### config.mk
export PLATFORM = sky130hd
export DESIGN_NAME = mbet_ctrl
export DESIGN_NICKNAME = d
export VERILOG_FILES = /design/src/rtl/mbet_pkg.sv /design/src/rtl/mbet_ctrl.sv
export SDC_FILE = /design/constraint.sdc
export NUM_CORES = 1
export LEC_CHECK = 0
export BUFFER_PORTS_ARGS = -buffer_cell sky130_fd_sc_hd__buf_2
export CAP_MARGIN = 25
export CORE_AREA = 2 2 39 41
export DETAILED_ROUTE_END_ITERATION = 7
export DIE_AREA = 0 0 41 43
export SLEW_MARGIN = 20
export SYNTH_ARGS = -nofsm -noshare
export SYNTH_HDL_FRONTEND = slang
export SYNTH_SLANG_ARGS = --single-unit
### constraint.sdc
create_clock -name i_clk -period 1 [get_ports i_clk]
set_input_delay 0.05 -clock i_clk [delete_from_list [all_inputs] [get_ports i_clk]]
set_output_delay 0.05 -clock i_clk [all_outputs]
set_load 0.05 [all_outputs]
### src/rtl/mbet_pkg.sv
// Shared types, constants and helpers for the Mandelbrot escape-time pixel core.
package mbet_pkg;

    // Coordinate format: signed, COORD_BITS wide with FRAC_BITS fraction bits.
    localparam int COORD_BITS = 32;
    localparam int FRAC_BITS  = 28;
    localparam int PROD_BITS  = 2 * COORD_BITS;

    // Item field and register widths.
    localparam int ITER_BITS  = 16;
    localparam int COL_BITS   = 12;
    localparam int WIDTH_BITS = 13;
    localparam int INDEX_BITS = 24;

    // Column or row times step, with a zero sign bit in front of the index.
    localparam int MAP_BITS  = COORD_BITS + COL_BITS + 1;
    localparam int ROWW_BITS = COL_BITS + WIDTH_BITS;

    // Register map.
    localparam int REG_COUNT = 6;
    localparam int ADDR_BITS = $clog2(REG_COUNT * 4);
    localparam int RIDX_BITS = ADDR_BITS - 2;
    localparam int DATA_BITS = 32;

    localparam logic [RIDX_BITS-1:0] REG_ORIGIN_RE = RIDX_BITS'(0);
    localparam logic [RIDX_BITS-1:0] REG_ORIGIN_IM = RIDX_BITS'(1);
    localparam logic [RIDX_BITS-1:0] REG_STEP_RE   = RIDX_BITS'(2);
    localparam logic [RIDX_BITS-1:0] REG_STEP_IM   = RIDX_BITS'(3);
    localparam logic [RIDX_BITS-1:0] REG_WIDTH     = RIDX_BITS'(4);
    localparam logic [RIDX_BITS-1:0] REG_MAX_ITER  = RIDX_BITS'(5);

    // Register reset values.
    localparam logic [COORD_BITS-1:0] RST_ORIGIN_RE = 32'hE000_0000;
    localparam logic [COORD_BITS-1:0] RST_ORIGIN_IM = 32'hF000_0000;
    localparam logic [COORD_BITS-1:0] RST_STEP_RE   = 32'h0010_0000;
    localparam logic [COORD_BITS-1:0] RST_STEP_IM   = 32'h0010_0000;
    localparam logic [WIDTH_BITS-1:0] RST_WIDTH     = WIDTH_BITS'(640);
    localparam logic [ITER_BITS-1:0]  RST_MAX_ITER  = ITER_BITS'(256);

    // Escape bound: |z|^2 > 4, in the format of the exact squares.
    localparam logic [PROD_BITS-1:0] ESC_LIMIT = PROD_BITS'(4) << (2 * FRAC_BITS);

    // Saturation bounds, sign-extended to the product width.
    localparam logic signed [PROD_BITS-1:0] SAT_HI =
        {{(PROD_BITS - COORD_BITS + 1){1'b0}}, {(COORD_BITS - 1){1'b1}}};
    localparam logic signed [PROD_BITS-1:0] SAT_LO =
        {{(PROD_BITS - COORD_BITS + 1){1'b1}}, {(COORD_BITS - 1){1'b0}}};

    // Configuration registers as seen by the datapath.
    typedef struct packed {
        logic signed [COORD_BITS-1:0] origin_re;
        logic signed [COORD_BITS-1:0] origin_im;
        logic signed [COORD_BITS-1:0] step_re;
        logic signed [COORD_BITS-1:0] step_im;
        logic [WIDTH_BITS-1:0]        image_width;
        logic [ITER_BITS-1:0]         max_iterations;
    } t_cfg;

    // Commands from the controller to the datapath.
    typedef struct packed {
        logic load;
        logic map_mul;
        logic map_add;
        logic it_mul;
        logic it_upd;
        logic emit;
    } t_cmd;

    // Status from the datapath to the controller.
    typedef struct packed {
        logic at_max;
        logic escaped;
    } t_stat;

    // Clamp a wide signed value to the coordinate range.
    function automatic logic signed [COORD_BITS-1:0] sat_coord(
        input logic signed [PROD_BITS-1:0] v
    );
        logic signed [COORD_BITS-1:0] r;
        if (v > SAT_HI) begin
            r = SAT_HI[COORD_BITS-1:0];
        end else if (v < SAT_LO) begin
            r = SAT_LO[COORD_BITS-1:0];
        end else begin
            r = v[COORD_BITS-1:0];
        end
        return r;
    endfunction

endpackage

### src/rtl/mbet_ctrl.sv
// Sequencing state machine of the Mandelbrot escape-time pixel core.
module mbet_ctrl (
    input  logic            i_clk,
    input  logic            i_rst_n,
    input  logic            i_in_valid,
    output logic            o_in_ready,
    input  logic            i_out_ready,
    output logic            o_out_valid,
    input  mbet_pkg::t_stat i_stat,
    output mbet_pkg::t_cmd  o_cmd
);

    typedef enum logic [2:0] {
        S_IDLE,
        S_MAP1,
        S_MAP2,
        S_MUL,
        S_UPD,
        S_HOLD
    } t_state;

    t_state r_state, n_state;
    logic   r_out_valid, n_out_valid;
    logic   w_out_free;
    logic   w_finish;

    assign o_in_ready  = (r_state == S_IDLE);
    assign o_out_valid = r_out_valid;
    assign w_out_free  = !r_out_valid || i_out_ready;

    // Next state and datapath commands.
    always_comb begin
        n_state     = r_state;
        o_cmd       = '0;
        w_finish    = 1'b0;
        n_out_valid = r_out_valid && !i_out_ready;
        case (r_state)
            S_IDLE: begin
                if (i_in_valid) begin
                    o_cmd.load = 1'b1;
                    n_state    = S_MAP1;
                end
            end
            S_MAP1: begin
                o_cmd.map_mul = 1'b1;
                n_state       = S_MAP2;
            end
            S_MAP2: begin
                o_cmd.map_add = 1'b1;
                n_state       = S_MUL;
            end
            S_MUL: begin
                if (i_stat.at_max) begin
                    w_finish = 1'b1;
                end else begin
                    o_cmd.it_mul = 1'b1;
                    n_state      = S_UPD;
                end
            end
            S_UPD: begin
                if (i_stat.escaped) begin
                    w_finish = 1'b1;
                end else begin
                    o_cmd.it_upd = 1'b1;
                    n_state      = S_MUL;
                end
            end
            S_HOLD: begin
                w_finish = 1'b1;
            end
            default: begin
                n_state = S_IDLE;
            end
        endcase

        // A finished item moves to the output register once it is free.
        if (w_finish) begin
            if (w_out_free) begin
                o_cmd.emit  = 1'b1;
                n_out_valid = 1'b1;
                n_state     = S_IDLE;
            end else begin
                n_state = S_HOLD;
            end
        end
    end

    // State and output valid.
    always_ff @(posedge i_clk) begin
        if (!i_rst_n) begin
            r_state     <= S_IDLE;
            r_out_valid <= 1'b0;
        end else begin
            r_state     <= n_state;
            r_out_valid <= n_out_valid;
        end
    end

endmodule

* Word level (Yosys, flattened, before mapping)
Cells that the tools add are included.
W data, S select, Z words.
** Cells by class
- Eq/ne operators :: 9
- Reduce and logical (&&, ||, !) cells :: 6
- Muxes and demuxes :: 21
** Operators by type and width (count)
- $pmux W3 S6 :: 1
- $mux W3 :: 5
- $mux W1 :: 14
- $eq A3 B2 Y1 const B :: 2
- $eq A3 B3 Y1 const B :: 2
- $ne A3 B3 Y1 const B :: 2
- $reduce_and A4 Y1 :: 1
- $eq A3 B1 Y1 const B :: 1
- $logic_not A3 Y1 :: 1
- $ne A3 B2 Y1 const B :: 1
- $pmux W1 S3 :: 1
- $logic_not A1 Y1 :: 2
- $ne A2 B2 Y1 const B :: 1
- $logic_and A1 B1 Y1 :: 1
- $logic_or A1 B1 Y1 :: 1
** Storage, ports and cells
- Word-level logic and storage cells :: 38
- Flip-flop bits (word level) :: 4
- Bits of input ports :: 6

* Longest topological paths before layout
- Depth after elaboration :: 4
- Gate-level depth with buffers :: 4
- Mapped depth without buffers :: 3

* Worst setup path before layout
Ideal clock, no wire load.
- Path type :: reg-to-output
- Start point :: reg r_state[0]
- End point :: out o_cmd[5] in the netlist's numbering
- Buffers on the path :: 1
- Slack :: -1.192 ns
- Arrival time :: 2.142 ns
- Cell stages (with the launch flop) :: 4
- Required time :: 0.950 ns
- Cells stage by stage :: dfxtp_1 -> buf_4 -> nor3_1 -> and2_1
** RTL lines
- start, declared :: RTL line mbet_ctrl.sv:22 : t_state r_state, n_state;
- start signal, assigned :: RTL line mbet_ctrl.sv:94 : r_state <= n_state;
- end, declared :: RTL line mbet_ctrl.sv:10 : output mbet_pkg::t_cmd o_cmd

==> impl_metrics.ini <==
[run_status]
status = finished with violations
violations = negative setup slack

[global_routing]
grt_overflow = 0
grt_max_degree = 9
antenna_found_initial = 0
grt_pass1_vias = 348
grt_pass1_wl_um = 1380
grt_usage_pct = 12.05

[min_path]
hold_path_class = in -> reg
min_to = o_out_valid
whs_path_depth = 3
hp-start = i_rst_n

[detailed_routing]
drc = 0
first_iter_violations = 4
vias = 374
avgRoutedWirePerCell_um = 11.80
final_antenna_net_count = 0
wirelength_um = 956
vias_per_cell = 4.617
dr.pass1.iters = 4

[cts]
clockBufferDepth = 2
clock_sinks = 4
clk_pin_slew_ps = 40
cts_inserted_buffers = 3
clockRootBuffer = clkbuf_4
cts_tree = built
htree_num_levels = 1
clk_latency_ps = 240

[worst_setup_path]
crit_path_start_kind = flip-flop
r2r_start = r_state[2]
reg2reg_slack_ps = -240
rr_worst_depth = 5
crit_arrival_ps = 1220
end_kind = output pin
crit_path_max_fanout = 4
r2r-end = r_state[2]
path_class = reg -> out
crit_required_ps = 950

[sta]
fin_crit_ps = 1274
rsz0062_at_grt = yes
post-route-period-util_pct = 127.4
slew_headroom_pct = 83.51
max_freq_ghz = 0.7852
finalMaxSlewViolations = 0
skew_ps = 1.404
hold_viol_final = 0
whs_ps = 98.62
layout_setup_ws_ps = -273.5
worst_slew_pin_slew_ps = 244.8
setup-violations-final = 11

[place]
place.gp.congestion = 0.8015
dp_hpwl_um = 590.7
io_buffers = 13

[synthesis]
synth.area.top_cells = dfxtp_1, a21oi_1, nor2b_1
yosysMostFrequentCell = a21oi_1
synth_top_area_share_pct = 30.62
ys_top_cells_by_count = a21oi_1, dfxtp_1, nor2_1, nor2b_1, o21ai_0
syn_area_um2 = 261.5
async_reset_ff_share_pct = 0
yosysWarnings = 0
synth.distinct_cells = 19
synth_edf_count = 0
ys_seq_elements = 4
avgSynthCellArea_um2 = 7.691
syn_inst = 34
syn_nets = 40
synth_top_area_cell = dfxtp_1
yosysSeqAreaShare_pct = 30.62
synth_ff_type = dfxtp_1

[power_and_ir_drop]
cellLeakagePower_nw = 0.2980
p_total_mw = 0.6585
ir_drop_uv = 636.3
power_density_nw_per_um2 = 983.7

[flow_run]
max_cap_violations = 0

[die]
die_y_um = 43
die_w_um = 41
core_um2 = 1384
dieArea_um2 = 1763
ios = 14
num_rows = 14
initial_core_util_pct = 18.90

[final_layout]
nets = 73
fill_cells = 132
syn2layout_area_growth_pct = 156.0
antenna_cells = 0
drive_above_1_share_pct = 83.08
layout make-up:
cell class	count	area [µm²]	area share, %
well taps	16	20.02	2.991
flip-flops and latches	4	85.08	12.71
inverters	1	3.754	0.5607
repair buffers	29	251.5	37.57
multi-input cells	28	286.5	42.80
clock buffers	3	22.52	3.364
cell families (layout without fill, tap and decap cells):
| family | count (synthesis) | count (layout) | share of synthesized area [%] |
|---|---|---|---|
| AOI/OAI and AO/OA | 10 | 10 | 22.49 |
| and+or+nand+nor | 18 | 18 | 42.59 |
| DFF | 4 | 4 | 30.62 |
| buffers and inverters | 2 | 33 | 4.306 |
power breakdown:
part	switching, mW	leakage [nW]	internal, mW
Combinational	0.144	0.250	0.135
Sequential	0.00712	0.0344	0.170
Clock	0.0683	0.0138	0.134
worst max-delay path, stage by stage (launching register included):
cell	delay, ps
dfxtp_2	340
and2b_2	270
a21oi_4	160
a21oi_4	70
buf_6	150
per-layer routing:
| metal | wire length, µm | global-route usage (%) | part of all wire, % | vias to the layer above |
|---|---|---|---|---|
| met3 | 67 | 9.948 | 7.0 | 0 |
| met2 | 510 | 17.19 | 53 | 13 |
| met5 | 0 | 0 | 0 | - |
| met1 | 378 | 13.83 | 40 | 175 |
| li1 | - | - | - | 186 |
| met4 | 0 | 2.000 | 0 | 0 |
registers in the layout (all words and copies together), names as in the netlist:
register	cells
r_state	3
o_out_valid	1
cell usage in the layout (no fill, tap or decap):
master    netlist  final
o211ai_1        1      1
and2_4          0      1
inv_2           1      1
and4bb_2        1      1
clkbuf_4        0      3
buf_4           1     13
or4_1           1      1
and2b_2         0      1
buf_6           0      7
nor2_1          3      3
nand3_1         2      2
and4b_2         0      1
nor3b_4         0      1
nor3_4          0      2
o21ai_2         0      1
buf_8           0      3
nor2b_4         0      3
a21oi_2         0      1
buf_2           0      6
dfxtp_2         0      4
nand2_4         0      1
nand2b_4        0      1
o21ai_0         3      2
a21oi_1         5      2
a21oi_4         0      2
o311a_4         0      1
worst max-delay path by stage:
| stage | start | slack, ps | end | depth (start not counted) |
|---|---|---|---|---|
| after floorplan | r_state[0] | -260 | o_cmd[5] | 3 |
| after global placement | r_state[2] | -190 | o_cmd[0] | 5 |
| after detailed placement | r_state[1] | -200 | o_cmd[0] | 5 |
| after CTS | r_state[1] | -260 | o_cmd[0] | 4 |
| after global routing | r_state[1] | -300 | o_cmd[0] | 4 |
| final | r_state[1] | -270 | o_cmd[0] | 4 |
per-stage QoR:
step | utilization (%) | setup slack (ps) | instance area, µm² | std cells | setup TNS, ps
2_1_floorplan | - | -256.8 | 315.3 | 34 | -1095
3_3_place_gp | 33.00 | -193.9 | 456.7 | 71 | -801.0
3_5_place_dp | 33.00 | -195.5 | 456.7 | 71 | -831.9
4_1_cts | 42.68 | -258.3 | 590.6 | 78 | -1993
5_1_grt | 48.37 | -301.1 | 669.4 | 81 | -2695
6_report | 48.37 | -273.5 | 669.4 | 81 | -2317
repair_timing:
action	CTS	global route
hold buffers	0	0
endpoints found under the setup margin	10	11
setup buffers	5	3
gates resized for setup	25	11
pin swaps	7	3
(Power assumes the default switching activity.)
