File: src/rtl/mbet_pkg.sv
// Shared types, constants and helpers for the Mandelbrot escape-time pixel core.
package mbet_pkg;

    // Coordinate format: signed, COORD_BITS wide with FRAC_BITS fraction bits.
    localparam int COORD_BITS = 32;
    localparam int FRAC_BITS  = 28;
    localparam int PROD_BITS  = 2 * COORD_BITS;

    // Item field and register widths.
    localparam int ITER_BITS  = 16;
    localparam int COL_BITS   = 12;
    localparam int WIDTH_BITS = 13;
    localparam int INDEX_BITS = 24;

    // Column or row times step, with a zero sign bit in front of the index.
    localparam int MAP_BITS  = COORD_BITS + COL_BITS + 1;
    localparam int ROWW_BITS = COL_BITS + WIDTH_BITS;

    // Register map.
    localparam int REG_COUNT = 6;
    localparam int ADDR_BITS = $clog2(REG_COUNT * 4);
    localparam int RIDX_BITS = ADDR_BITS - 2;
    localparam int DATA_BITS = 32;

    localparam logic [RIDX_BITS-1:0] REG_ORIGIN_RE = RIDX_BITS'(0);
    localparam logic [RIDX_BITS-1:0] REG_ORIGIN_IM = RIDX_BITS'(1);
    localparam logic [RIDX_BITS-1:0] REG_STEP_RE   = RIDX_BITS'(2);
    localparam logic [RIDX_BITS-1:0] REG_STEP_IM   = RIDX_BITS'(3);
    localparam logic [RIDX_BITS-1:0] REG_WIDTH     = RIDX_BITS'(4);
    localparam logic [RIDX_BITS-1:0] REG_MAX_ITER  = RIDX_BITS'(5);

    // Register reset values.
    localparam logic [COORD_BITS-1:0] RST_ORIGIN_RE = 32'hE000_0000;
    localparam logic [COORD_BITS-1:0] RST_ORIGIN_IM = 32'hF000_0000;
    localparam logic [COORD_BITS-1:0] RST_STEP_RE   = 32'h0010_0000;
    localparam logic [COORD_BITS-1:0] RST_STEP_IM   = 32'h0010_0000;
    localparam logic [WIDTH_BITS-1:0] RST_WIDTH     = WIDTH_BITS'(640);
    localparam logic [ITER_BITS-1:0]  RST_MAX_ITER  = ITER_BITS'(256);

    // Escape bound: |z|^2 > 4, in the format of the exact squares.
    localparam logic [PROD_BITS-1:0] ESC_LIMIT = PROD_BITS'(4) << (2 * FRAC_BITS);

    // Saturation bounds, sign-extended to the product width.
    localparam logic signed [PROD_BITS-1:0] SAT_HI =
        {{(PROD_BITS - COORD_BITS + 1){1'b0}}, {(COORD_BITS - 1){1'b1}}};
    localparam logic signed [PROD_BITS-1:0] SAT_LO =
        {{(PROD_BITS - COORD_BITS + 1){1'b1}}, {(COORD_BITS - 1){1'b0}}};

    // Configuration registers as seen by the datapath.
    typedef struct packed {
        logic signed [COORD_BITS-1:0] origin_re;
        logic signed [COORD_BITS-1:0] origin_im;
        logic signed [COORD_BITS-1:0] step_re;
        logic signed [COORD_BITS-1:0] step_im;
        logic [WIDTH_BITS-1:0]        image_width;
        logic [ITER_BITS-1:0]         max_iterations;
    } t_cfg;

    // Commands from the controller to the datapath.
    typedef struct packed {
        logic load;
        logic map_mul;
        logic map_add;
        logic it_mul;
        logic it_upd;
        logic emit;
    } t_cmd;

    // Status from the datapath to the controller.
    typedef struct packed {
        logic at_max;
        logic escaped;
    } t_stat;

    // Clamp a wide signed value to the coordinate range.
    function automatic logic signed [COORD_BITS-1:0] sat_coord(
        input logic signed [PROD_BITS-1:0] v
    );
        logic signed [COORD_BITS-1:0] r;
        if (v > SAT_HI) begin
            r = SAT_HI[COORD_BITS-1:0];
        end else if (v < SAT_LO) begin
            r = SAT_LO[COORD_BITS-1:0];
        end else begin
            r = v[COORD_BITS-1:0];
        end
        return r;
    endfunction

endpackage

File: src/rtl/mbet_regs.sv
// APB configuration register file of the Mandelbrot escape-time pixel core.
module mbet_regs (
    input  logic                             i_clk,
    input  logic                             i_rst_n,
    input  logic                             psel,
    input  logic                             penable,
    input  logic                             pwrite,
    input  logic [mbet_pkg::ADDR_BITS-1:0]   paddr,
    input  logic [mbet_pkg::DATA_BITS-1:0]   pwdata,
    output logic [mbet_pkg::DATA_BITS-1:0]   prdata,
    output logic                             pready,
    output mbet_pkg::t_cfg                   o_cfg
);

    mbet_pkg::t_cfg                     r_cfg;
    logic [mbet_pkg::RIDX_BITS-1:0]     w_idx;
    logic                               w_wr;

    assign w_idx  = paddr[mbet_pkg::ADDR_BITS-1:2];
    assign w_wr   = psel && penable && pwrite;
    assign pready = 1'b1;
    assign o_cfg  = r_cfg;

    // Register writes; unknown indexes are ignored.
    always_ff @(posedge i_clk) begin
        if (!i_rst_n) begin
            r_cfg.origin_re      <= mbet_pkg::RST_ORIGIN_RE;
            r_cfg.origin_im      <= mbet_pkg::RST_ORIGIN_IM;
            r_cfg.step_re        <= mbet_pkg::RST_STEP_RE;
            r_cfg.step_im        <= mbet_pkg::RST_STEP_IM;
            r_cfg.image_width    <= mbet_pkg::RST_WIDTH;
            r_cfg.max_iterations <= mbet_pkg::RST_MAX_ITER;
        end else if (w_wr) begin
            case (w_idx)
                mbet_pkg::REG_ORIGIN_RE: r_cfg.origin_re <= pwdata[mbet_pkg::COORD_BITS-1:0];
                mbet_pkg::REG_ORIGIN_IM: r_cfg.origin_im <= pwdata[mbet_pkg::COORD_BITS-1:0];
                mbet_pkg::REG_STEP_RE:   r_cfg.step_re   <= pwdata[mbet_pkg::COORD_BITS-1:0];
                mbet_pkg::REG_STEP_IM:   r_cfg.step_im   <= pwdata[mbet_pkg::COORD_BITS-1:0];
                mbet_pkg::REG_WIDTH: begin
                    r_cfg.image_width <= pwdata[mbet_pkg::WIDTH_BITS-1:0];
                end
                mbet_pkg::REG_MAX_ITER: begin
                    r_cfg.max_iterations <= pwdata[mbet_pkg::ITER_BITS-1:0];
                end
                default: begin
                end
            endcase
        end
    end

    // Read data for the addressed register.
    always_comb begin
        case (w_idx)
            mbet_pkg::REG_ORIGIN_RE: prdata = mbet_pkg::DATA_BITS'(r_cfg.origin_re);
            mbet_pkg::REG_ORIGIN_IM: prdata = mbet_pkg::DATA_BITS'(r_cfg.origin_im);
            mbet_pkg::REG_STEP_RE:   prdata = mbet_pkg::DATA_BITS'(r_cfg.step_re);
            mbet_pkg::REG_STEP_IM:   prdata = mbet_pkg::DATA_BITS'(r_cfg.step_im);
            mbet_pkg::REG_WIDTH:     prdata = mbet_pkg::DATA_BITS'(r_cfg.image_width);
            mbet_pkg::REG_MAX_ITER:  prdata = mbet_pkg::DATA_BITS'(r_cfg.max_iterations);
            default:                 prdata = '0;
        endcase
    end

endmodule

File: config.mk
export PLATFORM = sky130hd
export DESIGN_NAME = mbet_regs
export DESIGN_NICKNAME = d
export VERILOG_FILES = /design/src/rtl/mbet_pkg.sv /design/src/rtl/mbet_regs.sv
export SDC_FILE = /design/constraint.sdc
export NUM_CORES = 1
export LEC_CHECK = 0
export BUFFER_PORTS_ARGS = -buffer_cell sky130_fd_sc_hd__buf_4
export CAP_MARGIN = 20
export CORE_UTILIZATION = 55
export DETAILED_ROUTE_END_ITERATION = 16
export MAX_ROUTING_LAYER = met4
export PLACE_DENSITY = 0.85
export SLEW_MARGIN = 40
export SYNTH_ARGS = -nofsm -noshare
export SYNTH_HDL_FRONTEND = slang
export SYNTH_SLANG_ARGS = --single-unit
File: constraint.sdc
create_clock -name i_clk -period 3.5 [get_ports i_clk]
set_clock_uncertainty 0.2 [all_clocks]
set_input_delay 0.35 -clock i_clk [delete_from_list [all_inputs] [get_ports i_clk]]
set_output_delay 0.35 -clock i_clk [all_outputs]
set_load 0.02 [all_outputs]
# --- Word-level counts from Yosys, hierarchy flattened ---
# Cells that the tools add are included.
classes:
  addsub: 0
  mul: 0
  div_mod_pow: 0
  magnitude_cmp: 0
  eq_ne: 5
  shift: 0
  n_mux: 1
  n_bitwise: 0
  reduce_logical: 9
op_table:
  columns: ["op", "n"]
  rows:
  - ["$pmux W32 S6", 1]
  - ["$reduce_and A2 Y1", 6]
  - ["$eq A3 B2 Y1 const B", 2]
  - ["$eq A3 B3 Y1 const B", 2]
  - ["$eq A3 B1 Y1 const B", 1]
  - ["$logic_not A3 Y1", 1]
  - ["$logic_and A1 B1 Y1", 2]
word_totals:
  regBits: 157
  latchBits: 0
  ramBits: 0
  rom_bits: 0
  input_bits: 42
  out_inout_bits: 190
  wordCells: 21
  mem_count: 0

# --- Depth between registers and ports, before layout ---
depth:
  depth_word: 3
  ltp_mapped: 6
  depth_no_buf: 3

# --- Worst setup path before layout ---
# No wires, ideal clock.
synth_timing:
  path_kind: "input -> output"
  start: "input paddr[3] (netlist name)"
  end: "output prdata[11] (netlist name)"
  arrival_time_ns: 1.806
  t_required_ns: 2.950
  slack_ns: 1.144
  cell_stages: 5
  path_buffers: 3
  cell_sequence: "buf_4 -> buf_4 -> buf_4 -> mux2i_1 -> o311ai_0"
synth_between:
  elab_chain_len: 2
  word_cells_on_any_way: 7
  cone_classes: "5 x eq/ne; 1 x mux; 1 x reduce/logical"
synth_rtl:
  columns: ["element", "line_no", "rtl"]
  rows:
  - ["start, declared", "mbet_regs.sv:8", "input logic [mbet_pkg::ADDR_BITS-1:0] paddr,"]
  - ["$eq A3 B3 Y1 (tied with other cells)", "mbet_regs.sv:53", "case (w_idx)"]
  - ["$pmux W32 S6 *", "mbet_regs.sv:53", null]
  - ["end, declared", "mbet_regs.sv:10", "output logic [mbet_pkg::DATA_BITS-1:0] prdata,"]
# Every way passes the cells marked *; elsewhere a longest branch is shown, timed or not.

# --- Final worst setup path ---
layout_timing:
  start: "input paddr[3] (netlist name)"
  end: "output prdata[9] (netlist name)"
# Same word-level chain as after synthesis.

==> results_dict.tcl <==
set metrics [dict create \
    ys_seq_area_share_pct 44.7 \
    cts.sinks 157 \
    clockBufferDepth 2 \
    htreeDepth 4 \
    r2r_start "o_cfg[109]$_SDFFE_PN0P_" \
    r2r_end "o_cfg[109]$_SDFFE_PN0P_" \
    final_cell_mix "buf_4 (237), nand2_1 (180), mux2i_1 (163)" \
    cp.required_ps 2950 \
    max_stage_delay_ps 620 \
    track_usage_pct 32.3 \
    io_pins 232 \
    n_antenna_cell 0 \
    final_area_um2 9430 \
    worstHoldStart "pwdata[30]" \
    cts_tree "built" \
    drive_gt1_share_pct 34.8 \
    synth_edf_count 0 \
    die_area_um2 13200 \
    path_cells "buf_4 -> nor2b_1 -> buf_4 -> a221oi_1 -> a21oi_1 -> buf_4" \
    antenna_found_initial 0 \
    first_pass_iters 5 \
    max_slew_margin_pct 45.6 \
    synthFlopType "dfxtp_1" \
    postCtsSetupBuffers 0 \
    crit_top_cell "buf_4" \
    powerDensity_nw_per_um2 426 \
    timing.fmax_ghz 0.370 \
    hold_violations 0 \
    dpl_worst_slack_ps 869 \
    start_kind "input port" \
    rr_worst_depth 2 \
    core-area_um2 12300 \
    grt_pass1_wl_um 31500 \
    place_hpwl_um 13700 \
    syn_nets 737 \
    clkTransAtPathRegs_ps 60 \
    grt_max_degree 194 \
    async_flop_share_pct 0 \
    fp.dieH_um 115 \
    setup_tns_ps 0 \
    slowest_stage "buf_4" \
    final_common_cell "buf_4" \
    critical_path_arrival_ps 2150 \
    portBuffers 228 \
    grt_pass1_vias 6111 \
    gp_congestion 0.813 \
    min_path_cells 3 \
    rows 40 \
    min_period_ps 2700 \
    die_width_um 115 \
    endpoint_kind "primary output" \
    initial_utilization_pct 57.4 \
    tightest_slew_ps 815 \
    cap_violations 0 \
    synth_area_um2 7040 \
    outcome "finished, final reports clean" \
    insertion_delay_ps 420 \
    rsz0062_at_grt "false" \
    cts-hold-fix-buffers 2 \
    cts_buffers 17 \
    ant_nets 0 \
    worst_slack_ps 800 \
    power_mw 4.01 \
    critPathMaxFanout 48 \
    largest_register_ffs 157 \
    ctsResizeCount 0 \
    routed_wl_um 20600 \
    final-setup-viol-count 0 \
    drt_iter0_drc 423 \
    wl_per_cell_um 19.1 \
    hp-class "in -> reg" \
    drc 0 \
    timing_worst_setup_path_type "in -> out" \
    syn_to_final_growth_pct 34.0 \
    vias 6021 \
    period_share_pct 77.1 \
    overflow 0 \
    synthesis.instances 695 \
    regToRegSetupSlack_ps 2550 \
    placed_area_um2 8790 \
    via_per_inst 5.58 \
    clock_tree.root_cell "clkbuf_16" \
    synth.distinct_cells 34 \
    min_to "o_cfg[59]$_SDFFE_PN0P_" \
    synth-seq-cells 157 \
    max-vdd-ir-drop_mv 0.328 \
    yosys_warnings 0 \
    p_leak_nw 4.30 \
    finalNetCount 940 \
    syn_area_per_cell_um2 10.1 \
    slew_viol_final 0 \
]
[final cells by class]
type / count / area, µm²
clock buffers: 21 / 480
fillers: 862 / 2830
repair buffers: 241 / 1840
well taps: 168 / 210
flip-flops and latches: 157 / 3140
clock inverters: 11 / 139
multi-input cells: 476 / 3600
inverters: 5 / 18.8
[power breakdown]
part | internal, mW | switching, mW | leakage (nW)
Clock | 1.19 | 0.720 | 0.305
Sequential | 1.80 | 0.0118 | 1.27
Combinational | 0.113 | 0.177 | 2.72
[critical path, delay by kind of cell]
family,cells,cell delay (ps)
AOI/OAI and AO/OA,2,430
buffers and inverters,3,1070
and+or+nand+nor,1,250
[logic make-up (layout without fill, tap and decap cells)]
family | count (synthesis) | in the layout | share of synthesized area, %
buf+inv | 62 | 278 | 4.52
mux | 200 | 200 | 32.2
simple gates | 227 | 227 | 13.9
flops | 157 | 157 | 44.7
other cells | 1 | 1 | 0.0533
compound gates | 48 | 48 | 4.73
[worst max path at each step]
stage                  start    endpoint  cells past startpoint
floorplan           paddr[3]  prdata[11]                      5
CTS                 paddr[3]   prdata[9]                      6
detailed placement  paddr[3]   prdata[3]                      6
global placement    paddr[2]   prdata[2]                      6
finish              paddr[3]   prdata[9]                      6
global route        paddr[3]   prdata[9]                      6
[cells in the mapped netlist (all sizes together), types with 3 or more instances]
library cell | count | area, µm²
nor2 | 4 | 17.5
nor3 | 3 | 20.0
nand2 | 180 | 676
mux2i | 163 | 1630
inv | 5 | 18.8
o311ai | 6 | 52.6
a22oi | 12 | 90.1
mux4 | 19 | 428
nand3 | 3 | 15.0
mux2 | 18 | 203
nor2b | 14 | 87.6
dfxtp | 157 | 3140
o21ai | 14 | 70.1
and2 | 16 | 100
a221oi | 4 | 35.0
clkbuf | 30 | 113
buf | 27 | 186
a21oi | 4 | 20.0
[routing by layer]
metal,global-route usage (%),wire length (µm),vias up
li1,-,-,2807
met1,35.2,8220,2916
met2,55.5,10300,262
met3,9.44,1700,36
met4,12.6,437,0
met5,-,0,-
[through the flow]
step	std cells	hold WS, ps	util (%)
after floorplan	695	312	-
after global placement	1045	256	71.6
after detailed placement	1045	267	71.7
after CTS	1079	1.05	76.9
after global routing	1079	23.6	76.9
final	1079	11.4	76.9
Note: power is estimated with default switching activity, not from simulation.
